$ cat src/b32d_pkg.sv
// Package for the base32 stream decoder: result codes, character constants, digit decode.
package b32d_pkg;

  localparam int unsigned CHAR_W  = 8;
  localparam int unsigned DIGIT_W = 5;
  localparam int unsigned ACC_W   = 12;
  localparam int unsigned HELD_W  = 3;
  localparam int unsigned KIND_W  = 2;

  localparam logic [7:0] LIMIT_RESET = 8'd10;

  // result kinds
  localparam logic [KIND_W-1:0] KIND_BYTE  = 2'd0;
  localparam logic [KIND_W-1:0] KIND_COUNT = 2'd1;
  localparam logic [KIND_W-1:0] KIND_ERROR = 2'd2;

  // character codes
  localparam logic [CHAR_W-1:0] CH_SPACE = 8'h20;
  localparam logic [CHAR_W-1:0] CH_TAB   = 8'h09;
  localparam logic [CHAR_W-1:0] CH_CR    = 8'h0D;
  localparam logic [CHAR_W-1:0] CH_LF    = 8'h0A;
  localparam logic [CHAR_W-1:0] CH_DASH  = 8'h2D;
  localparam logic [CHAR_W-1:0] CH_ZERO  = 8'h30;
  localparam logic [CHAR_W-1:0] CH_ONE   = 8'h31;
  localparam logic [CHAR_W-1:0] CH_TWO   = 8'h32;
  localparam logic [CHAR_W-1:0] CH_SEVEN = 8'h37;
  localparam logic [CHAR_W-1:0] CH_EIGHT = 8'h38;
  localparam logic [CHAR_W-1:0] CH_UP_A  = 8'h41;
  localparam logic [CHAR_W-1:0] CH_UP_B  = 8'h42;
  localparam logic [CHAR_W-1:0] CH_UP_L  = 8'h4C;
  localparam logic [CHAR_W-1:0] CH_UP_O  = 8'h4F;
  localparam logic [CHAR_W-1:0] CH_UP_Z  = 8'h5A;
  localparam logic [CHAR_W-1:0] CH_LO_A  = 8'h61;
  localparam logic [CHAR_W-1:0] CH_LO_Z  = 8'h7A;

  localparam logic [CHAR_W-1:0] LETTER_MASK = 8'h1F;
  localparam logic [CHAR_W-1:0] DIGIT_BASE  = 8'd26;

  typedef struct packed {
    logic                 skip;
    logic                 bad;
    logic [DIGIT_W-1:0]   val;
  } digit_t;

  function automatic digit_t decode_char(input logic [CHAR_W-1:0] c_in);
    digit_t             d;
    logic [CHAR_W-1:0]  c;
    logic [CHAR_W-1:0]  t;
    d = '0;
    c = c_in;
    t = '0;
    if (c_in == CH_SPACE || c_in == CH_TAB || c_in == CH_CR ||
        c_in == CH_LF || c_in == CH_DASH) begin
      d.skip = 1'b1;
    end else begin
      // common typos
      if (c_in == CH_ZERO) c = CH_UP_O;
      else if (c_in == CH_ONE) c = CH_UP_L;
      else if (c_in == CH_EIGHT) c = CH_UP_B;
      if ((c >= CH_UP_A && c <= CH_UP_Z) || (c >= CH_LO_A && c <= CH_LO_Z)) begin
        t = (c & LETTER_MASK) - 8'd1;
        d.val = t[DIGIT_W-1:0];
      end else if (c >= CH_TWO && c <= CH_SEVEN) begin
        t = c - CH_TWO + DIGIT_BASE;
        d.val = t[DIGIT_W-1:0];
      end else begin
        d.bad = 1'b1;
      end
    end
    return d;
  endfunction

endpackage

$ cat src/base32_stream_decoder.sv
// Base32 stream decoder top level: input register, decode/accumulate logic, result register.
//
// One character per request comes in on the in_ channel, and decoded bytes and
// end-of-string status go out on the out_ channel. Space, tab, CR, LF and dash
// are skipped; 0, 1 and 8 are read as O, L and B; letters of either case give
// 0..25 and digits 2..7 give 26..31. Each digit shifts five bits into a small
// accumulator and a byte result (kind 0) leaves as soon as eight bits are held.
// Once out_limit bytes have been produced for a string, further characters are
// dropped silently. An invalid character latches an error, produces nothing,
// and every character after it is dropped until the end request. A request with
// in_end_of_text set ignores its character and always yields one status
// result with out_final_res high: kind 1 with the byte count, or kind 2 on
// error; then all string state clears (out_limit keeps its value). Leftover
// bits below eight are dropped at the end. Rate: one request per cycle while
// the result register is free or draining. An accepted request waits in the
// input register, and its result then loads into the result register. Both
// channels stall independently; the input register lets one more request in
// while a result waits to be taken. cfg_wr_en writes out_limit (reset 10) and is
// meant to be used only while the block is idle.
module base32_stream_decoder (
  input  logic       clk,
  input  logic       rst_n,
  // configuration
  input  logic       cfg_wr_en,
  input  logic [7:0] cfg_wr_data,
  // character requests
  input  logic       in_valid,
  output logic       in_ready,
  input  logic [7:0] in_char_code,
  input  logic       in_end_of_text,
  // results
  output logic       out_valid,
  input  logic       out_ready,
  output logic [1:0] out_kind,
  output logic [7:0] out_data_byte,
  output logic [7:0] out_byte_count,
  output logic       out_final_res
);

  localparam int unsigned SUM_W = b32d_pkg::HELD_W + 1;

  // config
  logic [7:0] out_limit_r;

  // input register
  logic       in_valid_r;
  logic [7:0] in_char_r;
  logic       in_eot_r;

  // string state
  logic [b32d_pkg::ACC_W-1:0]  acc_r, acc_nxt;
  logic [b32d_pkg::HELD_W-1:0] held_r, held_nxt;
  logic [7:0]                  bytes_done_r, bytes_done_nxt;
  logic                        error_seen_r, error_seen_nxt;

  // result register
  logic        out_valid_r;
  logic [1:0]  out_kind_r, out_kind_nxt;
  logic [7:0]  out_data_r, out_data_nxt;
  logic [7:0]  out_count_r, out_count_nxt;
  logic        out_final_r, out_final_nxt;
  logic        has_result;

  logic                         proc;
  b32d_pkg::digit_t             dig;
  logic [b32d_pkg::ACC_W-1:0]   acc_shift;
  logic [SUM_W-1:0]             held_sum;
  logic [SUM_W-1:0]             held_left;
  logic [b32d_pkg::ACC_W-1:0]   acc_byte;
  logic [b32d_pkg::ACC_W-1:0]   keep_mask;

  // stage advances when the result register is free or draining
  assign proc     = in_valid_r && (!out_valid_r || out_ready);
  assign in_ready = !in_valid_r || proc;

  assign dig       = b32d_pkg::decode_char(in_char_r);
  assign acc_shift = {acc_r[b32d_pkg::ACC_W-b32d_pkg::DIGIT_W-1:0], dig.val};
  assign held_sum  = SUM_W'(held_r) + SUM_W'(b32d_pkg::DIGIT_W);
  assign held_left = held_sum - SUM_W'(8);
  assign acc_byte  = acc_shift >> held_left;
  assign keep_mask = (b32d_pkg::ACC_W'(1) << held_left) - b32d_pkg::ACC_W'(1);

  always_comb begin
    acc_nxt        = acc_r;
    held_nxt       = held_r;
    bytes_done_nxt = bytes_done_r;
    error_seen_nxt = error_seen_r;
    has_result     = 1'b0;
    out_kind_nxt   = b32d_pkg::KIND_BYTE;
    out_data_nxt   = '0;
    out_count_nxt  = '0;
    out_final_nxt  = 1'b0;
    if (in_eot_r) begin
      // status result, then clear the string
      has_result     = 1'b1;
      out_final_nxt  = 1'b1;
      if (error_seen_r) begin
        out_kind_nxt = b32d_pkg::KIND_ERROR;
      end else begin
        out_kind_nxt  = b32d_pkg::KIND_COUNT;
        out_count_nxt = bytes_done_r;
      end
      acc_nxt        = '0;
      held_nxt       = '0;
      bytes_done_nxt = '0;
      error_seen_nxt = 1'b0;
    end else if (!error_seen_r && (bytes_done_r < out_limit_r) && !dig.skip) begin
      if (dig.bad) begin
        error_seen_nxt = 1'b1;
      end else if (held_sum >= SUM_W'(8)) begin
        has_result     = 1'b1;
        out_data_nxt   = acc_byte[7:0];
        acc_nxt        = acc_shift & keep_mask;
        held_nxt       = held_left[b32d_pkg::HELD_W-1:0];
        bytes_done_nxt = bytes_done_r + 8'd1;
      end else begin
        acc_nxt  = acc_shift;
        held_nxt = held_sum[b32d_pkg::HELD_W-1:0];
      end
    end
  end

  // control registers
  always_ff @(posedge clk) begin
    if (!rst_n) begin
      out_limit_r  <= b32d_pkg::LIMIT_RESET;
      in_valid_r   <= 1'b0;
      acc_r        <= '0;
      held_r       <= '0;
      bytes_done_r <= '0;
      error_seen_r <= 1'b0;
      out_valid_r  <= 1'b0;
    end else begin
      if (cfg_wr_en) begin
        out_limit_r <= cfg_wr_data;
      end
      if (in_ready) begin
        in_valid_r <= in_valid;
      end
      if (proc) begin
        acc_r        <= acc_nxt;
        held_r       <= held_nxt;
        bytes_done_r <= bytes_done_nxt;
        error_seen_r <= error_seen_nxt;
        out_valid_r  <= has_result;
      end else if (out_ready) begin
        out_valid_r <= 1'b0;
      end
    end
  end

  // payload registers
  always_ff @(posedge clk) begin
    if (in_valid && in_ready) begin
      in_char_r <= in_char_code;
      in_eot_r  <= in_end_of_text;
    end
    if (proc && has_result) begin
      out_kind_r  <= out_kind_nxt;
      out_data_r  <= out_data_nxt;
      out_count_r <= out_count_nxt;
      out_final_r <= out_final_nxt;
    end
  end

  assign out_valid      = out_valid_r;
  assign out_kind       = out_kind_r;
  assign out_data_byte  = out_data_r;
  assign out_byte_count = out_count_r;
  assign out_final_res  = out_final_r;

  // an end request leaves the string state cleared
  a_end_clears: assert property (@(posedge clk) disable iff (!rst_n)
    (proc && in_eot_r) |=> (bytes_done_r == 8'd0 && held_r == '0 && !error_seen_r))
    else $error("string state not cleared after end request");

  // after an error no byte is counted until the end request
  a_error_holds: assert property (@(posedge clk) disable iff (!rst_n)
    (proc && error_seen_r && !in_eot_r) |=>
      (bytes_done_r == $past(bytes_done_r) && !out_valid_r))
    else $error("activity after error");

  // a byte result always bumps the count
  a_byte_counts: assert property (@(posedge clk) disable iff (!rst_n)
    (proc && has_result && !in_eot_r) |=> (bytes_done_r == $past(bytes_done_r) + 8'd1))
    else $error("byte result without count update");

  // final flag marks exactly the status results
  a_final_kind: assert property (@(posedge clk) disable iff (!rst_n)
    out_valid_r |-> (out_final_r == (out_kind_r != b32d_pkg::KIND_BYTE)))
    else $error("final flag and kind disagree");

endmodule

$ cat config.mk
export PLATFORM = sky130hd
export DESIGN_NAME = base32_stream_decoder
export DESIGN_NICKNAME = d
export VERILOG_FILES = /design/src/b32d_pkg.sv /design/src/base32_stream_decoder.sv
export SDC_FILE = /design/constraint.sdc
export NUM_CORES = 1
export LEC_CHECK = 0
export BUFFER_PORTS_ARGS = -buffer_cell sky130_fd_sc_hd__buf_2
export CORE_MARGIN = 2
export CORE_UTILIZATION = 35
export CTS_CLUSTER_SIZE = 12
export DETAILED_ROUTE_END_ITERATION = 10
export GPL_TIMING_DRIVEN = 0
export REMOVE_ABC_BUFFERS = 1
export SLEW_MARGIN = 20
export SYNTH_ARGS = -nofsm -noshare
export SYNTH_HDL_FRONTEND = slang
export SYNTH_SLANG_ARGS = --single-unit
$ cat constraint.sdc
create_clock -name clk -period 5.2 [get_ports clk]
set_clock_uncertainty 0.05 [all_clocks]
set_input_delay 0.26 -clock clk [delete_from_list [all_inputs] [get_ports clk]]
set_output_delay 0.26 -clock clk [all_outputs]
set_load 0.02 [all_outputs]
# Word-level counts from Yosys, hierarchy flattened
# Cells that the tools add are included.
# W data, S select, Z words.
# op_classes
eq_ne	9
n_reduce_logical	28
shift	2
magnitude_cmp	8
mux	33
n_bitwise	4
add_sub_neg	7
# op_table
operator	count
$mux W8	8
$eq A8 B6 Y1 const B	5
$mux W7	4
$eq A8 B4 Y1 const B	3
$ge A8 B7 Y1 const B	2
$le A8 B7 Y1 const B	2
$mux W1	13
$mux W3	4
$shr A12 B4 Y8	1
$mux W5	2
$add A8 B1 Y8 const B	1
$ge A8 B6 Y1 const B	1
$le A8 B6 Y1 const B	1
$logic_and A1 B1 Y1	8
$lt A8 B8 Y1	1
$reduce_bool A2 Y1	4
$and A7 B7 Y7	1
$logic_or A1 B1 Y1	7
$shl A1 B4 Y7 const A	1
$sub A7 B2 Y7 const B	1
$mux W6	1
$reduce_and A3 Y1	2
$add A5 B5 Y5 const B	1
$sub A5 B1 Y5 const B	1
11 further kinds	16
# word_totals
wordCells	104
output_inout_bits	21
inputBits	22
reg_bits	57

# Longest topological paths before layout
# depth
depth_word	16
mapped_depth	15
depth_no_buf	13

# Worst setup path before layout
# OpenSTA, ideal clock, no wires.
# synth_timing
kind	register to register
from	register in_char_r[5]
to	register out_count_r[0], in the netlist out_byte_count[0], enable pin
setup_ns	0.338
arrival_time_ns	2.758
setup_slack_ns	2.054
path_buffers	2
t_required_ns	4.812
period_less_slack_ns	3.146
path_stages_with_launch	14
cell_sequence	edfxtp_1 -> clkbuf_1 -> and3_1 -> nand2_1 -> mux2_2 -> inv_1 -> ha_1 -> nand4b_1 -> o22ai_1 -> and2_1 -> a211oi_2 -> o41a_1 -> buf_2 -> inv_2
# synth_via
elab_chain_len	14
word_cells_on_any_way	36
classes_between	order compare (6); eq/ne (8); mux (11); reduce/logical (11)
# synth_rtl
element	line	source
from (decl)	base32_stream_decoder.sv:47	logic [7:0] in_char_r;
from (signal assigned)	base32_stream_decoder.sv:155	in_char_r <= in_char_code;
$eq A8 B6 Y1	b32d_pkg.sv:59	else if (c_in == CH_EIGHT) c = CH_UP_B;
$mux W8	b32d_pkg.sv:59	
$mux W8	b32d_pkg.sv:58	else if (c_in == CH_ONE) c = CH_UP_L;
$mux W8	b32d_pkg.sv:57	if (c_in == CH_ZERO) c = CH_UP_O;
$mux W8	b32d_pkg.sv:52	if (c_in == CH_SPACE || c_in == CH_TAB || c_in == CH_CR ||
$ge A8 B6 Y1, or another cell as far along	b32d_pkg.sv:63	end else if (c >= CH_TWO && c <= CH_SEVEN) begin
$logic_and A1 B1 Y1 (on tied branches)	b32d_pkg.sv:63, b32d_pkg.sv:60	
$mux W1 or $logic_or A1 B1 Y1 (tied branches)	b32d_pkg.sv:63, b32d_pkg.sv:60	
$mux W1	b32d_pkg.sv:60	if ((c >= CH_UP_A && c <= CH_UP_Z) || (c >= CH_LO_A && c <= CH_LO_Z)) begin
$mux W6	b32d_pkg.sv:52	
$mux W1	base32_stream_decoder.sv:108	if (dig.bad) begin
$mux W1 *	base32_stream_decoder.sv:107	end else if (!error_seen_r && (bytes_done_r < out_limit_r) && !dig.skip) begin
$mux W1 *	base32_stream_decoder.sv:93	if (in_eot_r) begin
$logic_and A1 B1 Y1 *	base32_stream_decoder.sv:158	if (proc && has_result) begin
to (signal assigned)	base32_stream_decoder.sv:161	out_count_r <= out_count_nxt;
to (decl)	base32_stream_decoder.sv:60	logic [7:0] out_count_r, out_count_nxt;
# Mark *: on every way between the ends. The rest lies on a longest branch, timed or not. The select of a mux whose other input is x is not followed.
# A chain may end at the register's enable or synchronous reset.

# Worst setup path after layout
# layout_timing
from	register held_r[0] (netlist bit)
to	register acc_r[6] (netlist bit)
# layout_via
elab_chain_len	9
word_cells_on_any_way	10
classes_between	add/sub (3); order compare (1); shift (1); mux (4); bitwise (1)
# layout_rtl
element	line	source
from (decl)	base32_stream_decoder.sv:52	logic [b32d_pkg::HELD_W-1:0] held_r, held_nxt;
from (signal assigned)	base32_stream_decoder.sv:142	held_r <= held_nxt;
$add A3 B3 Y4 *	base32_stream_decoder.sv:78	assign held_sum = SUM_W'(held_r) + SUM_W'(b32d_pkg::DIGIT_W);
$sub A4 B4 Y4	base32_stream_decoder.sv:79	assign held_left = held_sum - SUM_W'(8);
$shl A1 B4 Y7	base32_stream_decoder.sv:81	assign keep_mask = (b32d_pkg::ACC_W'(1) << held_left) - b32d_pkg::ACC_W'(1);
$sub A7 B2 Y7	base32_stream_decoder.sv:81	
$and A7 B7 Y7	base32_stream_decoder.sv:113	acc_nxt = acc_shift & keep_mask;
$mux W7 *	base32_stream_decoder.sv:110	end else if (held_sum >= SUM_W'(8)) begin
$mux W7 *	base32_stream_decoder.sv:108	
$mux W7 *	base32_stream_decoder.sv:107	
$mux W7 *	base32_stream_decoder.sv:93	
to (signal assigned)	base32_stream_decoder.sv:141	acc_r <= acc_nxt;
to (decl)	base32_stream_decoder.sv:51	logic [b32d_pkg::ACC_W-1:0] acc_r, acc_nxt;
# Marks and branches as above.

==> impl_metrics.yaml <==
run_status:
  outcome: "finished clean"
synth:
  yosysWarnings: 0
  netlist_instances: 391
  synth.top_cells.by_count: "a21oi_1, dfxtp_1, edfxtp_1, nand2_1, nor2_1"
  synthDistinctLibCells: 64
  yosysTopAreaCell: "edfxtp_1"
  synthTopCellsByArea: "edfxtp_1, dfxtp_1, ha_1, a21oi_1, mux2i_1"
  netlist_area_mm2: 0.00356
  ys_seq_area_share_pct: 39.9
  synth-edff-count: 28
  yosysMostFrequentCell: "a21oi_1"
  syn_area_per_cell_um2: 9.11
  ys_async_sr_fraction_pct: 0
  ys_ff_latch: 57
  synth_ff_type: "dfxtp_1"
  synth.top_cell.area_share_pct: 23.6
critical_path:
  reg2reg_to: "acc_r[6]$_SDFFE_PN0P_"
  path_delay_family: "adder cells"
  cp_max_fo: 27
  cp_data_arrival_time_ns: 4.00
  critPathSlowestCell: "dfxtp_1"
  crit_top_cell: "ha_1"
  r2r_cells: 10
  worstSetupStartpoint: "held_r[0]$_SDFFE_PN0P_"
  critPathCaptureType: "register"
  cp_cell_sequence: "ha_1 -> ha_1 -> inv_1 -> nand3_1 -> ha_1 -> nor3b_1 -> xor2_1 -> a21oi_1 -> or4b_1 -> a21boi_1"
  crit_buf_inv: 1
  rrSetupSlack_ns: 1.42
  timing.rr.start: "held_r[0]$_SDFFE_PN0P_"
  crit_type: "register to register"
  slowest_delay_ns: 0.85
  critPathRequiredTime_ns: 5.42
  worst_setup_path_start_kind: "register"
cts:
  clockBufferDepth: 2
  cts_sinks: 57
  clk_pin_slew_ns: 0.07
  worstSkewPairLatency_ns: 0.34
  post_cts_buffers: 0
  cts_buffers: 9
  cts_hold_buf: 0
  cts_tree: "built"
  ctsResizeCount: 0
  h-tree-depth: 3
  cts_root_buf: "clkbuf_8"
sta:
  timing.slew.headroom_pct: 44.7
  fmax_mhz: 265
  timing.final.crit_share_pct: 72.6
  drv_slew: 0
  finalSetupViolCount: 0
  worstMarginPinSlew_ns: 0.828
  min_period_ns: 3.78
  hold_viol_final: 0
  fin_setup_tns_ns: 0
  rsz0062_at_grt: "false"
finish:
  utilization_pct: 40.6
  fillerInstances: 1004
  antenna_cells: 0
  nets: 458
  multi_input_area_mm2: 0.00195
  register_area_mm2: 0.00142
  drive_gt1_share_pct: 15.6
  area_growth_pct: 12.1
drt:
  drt-wirelength-per-cell_um: 14.3
  drc_errors: 0
  via_per_inst: 5.35
  drt_iter0_markers: 113
  wl_um: 7980
  drtAntennaViolNets: 0
  first_pass_iters: 5
  route.vias.total: 2973
power:
  power_density_mw_per_mm2: 242
  power_leakage_nw: 1.50
  max-vdd-ir-drop_mv: 0.137
worst_hold_path:
  worstHoldPathCells: 1
  hp-start: "in_char_code[4]"
  min_to: "in_char_r[4]$_DFFE_PP_"
  min_path_type: "input pin to register"
global_routing:
  globalRouteMet2Util_pct: 23.6
  grt_pass1_vias: 2743
  grt-busiest-layer: "met2"
  grt_max_degree: 28
  overflow: 0
  grt_usage_pct: 15.3
  antenna_found_initial: 0
  met1_usage_pct: 21.6
  grt_use_met3_pct: 3.12
  grt_pass1_wl_um: 13800
die:
  top_level_ports: 43
  die_x_um: 105
  die_area_mm2: 0.0110
  die_height_um: 105
  coreArea_mm2: 0.00982
  num_rows: 36
  start_util_pct: 36.3
flow_run:
  maxCapViolations: 0
place:
  port_buffers: 42
  dp_hpwl_um: 5630
  place.gp.congestion: 0.879
logic make-up (layout without fill, tap and decap cells):
| kind of cell | count (synthesis) | after routing | synth area share, % |
|---|---|---|---|
| buffers and inverters | 47 | 79 | 5.34 |
| XOR/XNOR | 4 | 4 | 0.984 |
| multiplexers | 18 | 18 | 5.24 |
| adder cells (fa/ha/maj) | 18 | 18 | 6.32 |
| AO/OA/AOI/OAI | 113 | 113 | 22.0 |
| AND/OR/NAND/NOR | 134 | 134 | 20.2 |
| flip-flops | 57 | 57 | 39.9 |
state kept, by name (all words and copies together) (netlist names):
register and count:
in_char_r 8, out_final_res 1, bytes_done_r 8, out_kind 2, error_seen_r 1, out_data_byte 8, in_eot_r 1, out_limit_r 8
held_r 3, out_byte_count 8, out_valid 1, acc_r 7, in_valid_r 1
report_power, final:
group          internal (mW)  switching [mW]
Combinational         0.0421          0.0662
Clock                  0.170           0.184
Sequential             0.485          0.0185
per-layer routing:
metal  share of wire (%)  routed length [um]
met1                  48                3810
met2                  45                3610
met3                 6.0                 479
met4                0.95                  76
met5                   0                   0
placed cells by master, fill, tap and decap left out, types with 3 or more instances in the layout:
master / Yosys / layout
and2_1: 11 / 11
o21a_1: 3 / 3
nand2b_1: 3 / 3
o211ai_1: 7 / 7
o21ai_1: 5 / 5
nor2b_1: 15 / 15
edfxtp_1: 28 / 28
a211oi_1: 4 / 4
nor3_1: 5 / 5
or4_1: 4 / 4
nand3_1: 9 / 9
nand2_1: 28 / 28
or3_1: 8 / 8
clkbuf_8: 0 / 9
nand4_1: 3 / 3
inv_1: 20 / 20
a31oi_1: 5 / 5
nor4_1: 4 / 4
a21boi_1: 8 / 8
nand3b_1: 3 / 3
clkinv_2: 0 / 4
buf_2: 5 / 42
o31ai_1: 4 / 4
and3_1: 5 / 5
nor2_1: 25 / 25
xor2_1: 3 / 3
o21ai_0: 14 / 14
dfxtp_1: 29 / 29
a21o_1: 6 / 6
a21oi_1: 31 / 31
ha_1: 18 / 18
mux2i_1: 13 / 13
mux2_2: 4 / 4
worst reg2reg max path, delay by kind of cell (launching register included):
kind | cells | cell delay, ns
DFF | 1 | 0.85
and+or+nand+nor | 3 | 0.91
AOI/OAI and AO/OA | 2 | 0.22
buffers and inverters | 1 | 0.31
adders and majority gates | 3 | 1.21
xor gates and xnor gates | 1 | 0.18
how the worst max path moves through the flow:
stage / cells after the start / end
after global routing: 10 / acc_r[6]$_SDFFE_PN0P_
after detailed placement: 10 / acc_r[6]$_SDFFE_PN0P_
after global placement: 10 / acc_r[6]$_SDFFE_PN0P_
after floorplan: 13 / bytes_done_r[6]$_SDFFE_PN0P_
final: 10 / acc_r[6]$_SDFFE_PN0P_
after CTS: 10 / acc_r[6]$_SDFFE_PN0P_
area by class of cell:
type	instances	share of cell area, %
inverters	21	1.98
multi-input cells	287	48.9
clock inverters	6	0.909
clock buffers	10	3.20
repair buffers	42	5.27
flip-flops and latches	57	35.6
well taps	133	4.17
through the flow:
step | setup slack (ns) | total power, mW | cell area, um^2 | std cells | hold slack, ns
floorplan | 1.99 | 0.583 | 3450 | 365 | 0.309
global placement | 1.50 | 0.619 | 3830 | 540 | 0.386
detailed placement | 1.47 | 0.621 | 3830 | 540 | 0.388
CTS | 1.45 | 0.975 | 3990 | 556 | 0.0251
global route | 1.09 | 1.01 | 3990 | 556 | 0.0237
finish | 1.42 | 0.965 | 3990 | 556 | 0.0412
No activity file was read; power rests on OpenSTA's default activity.
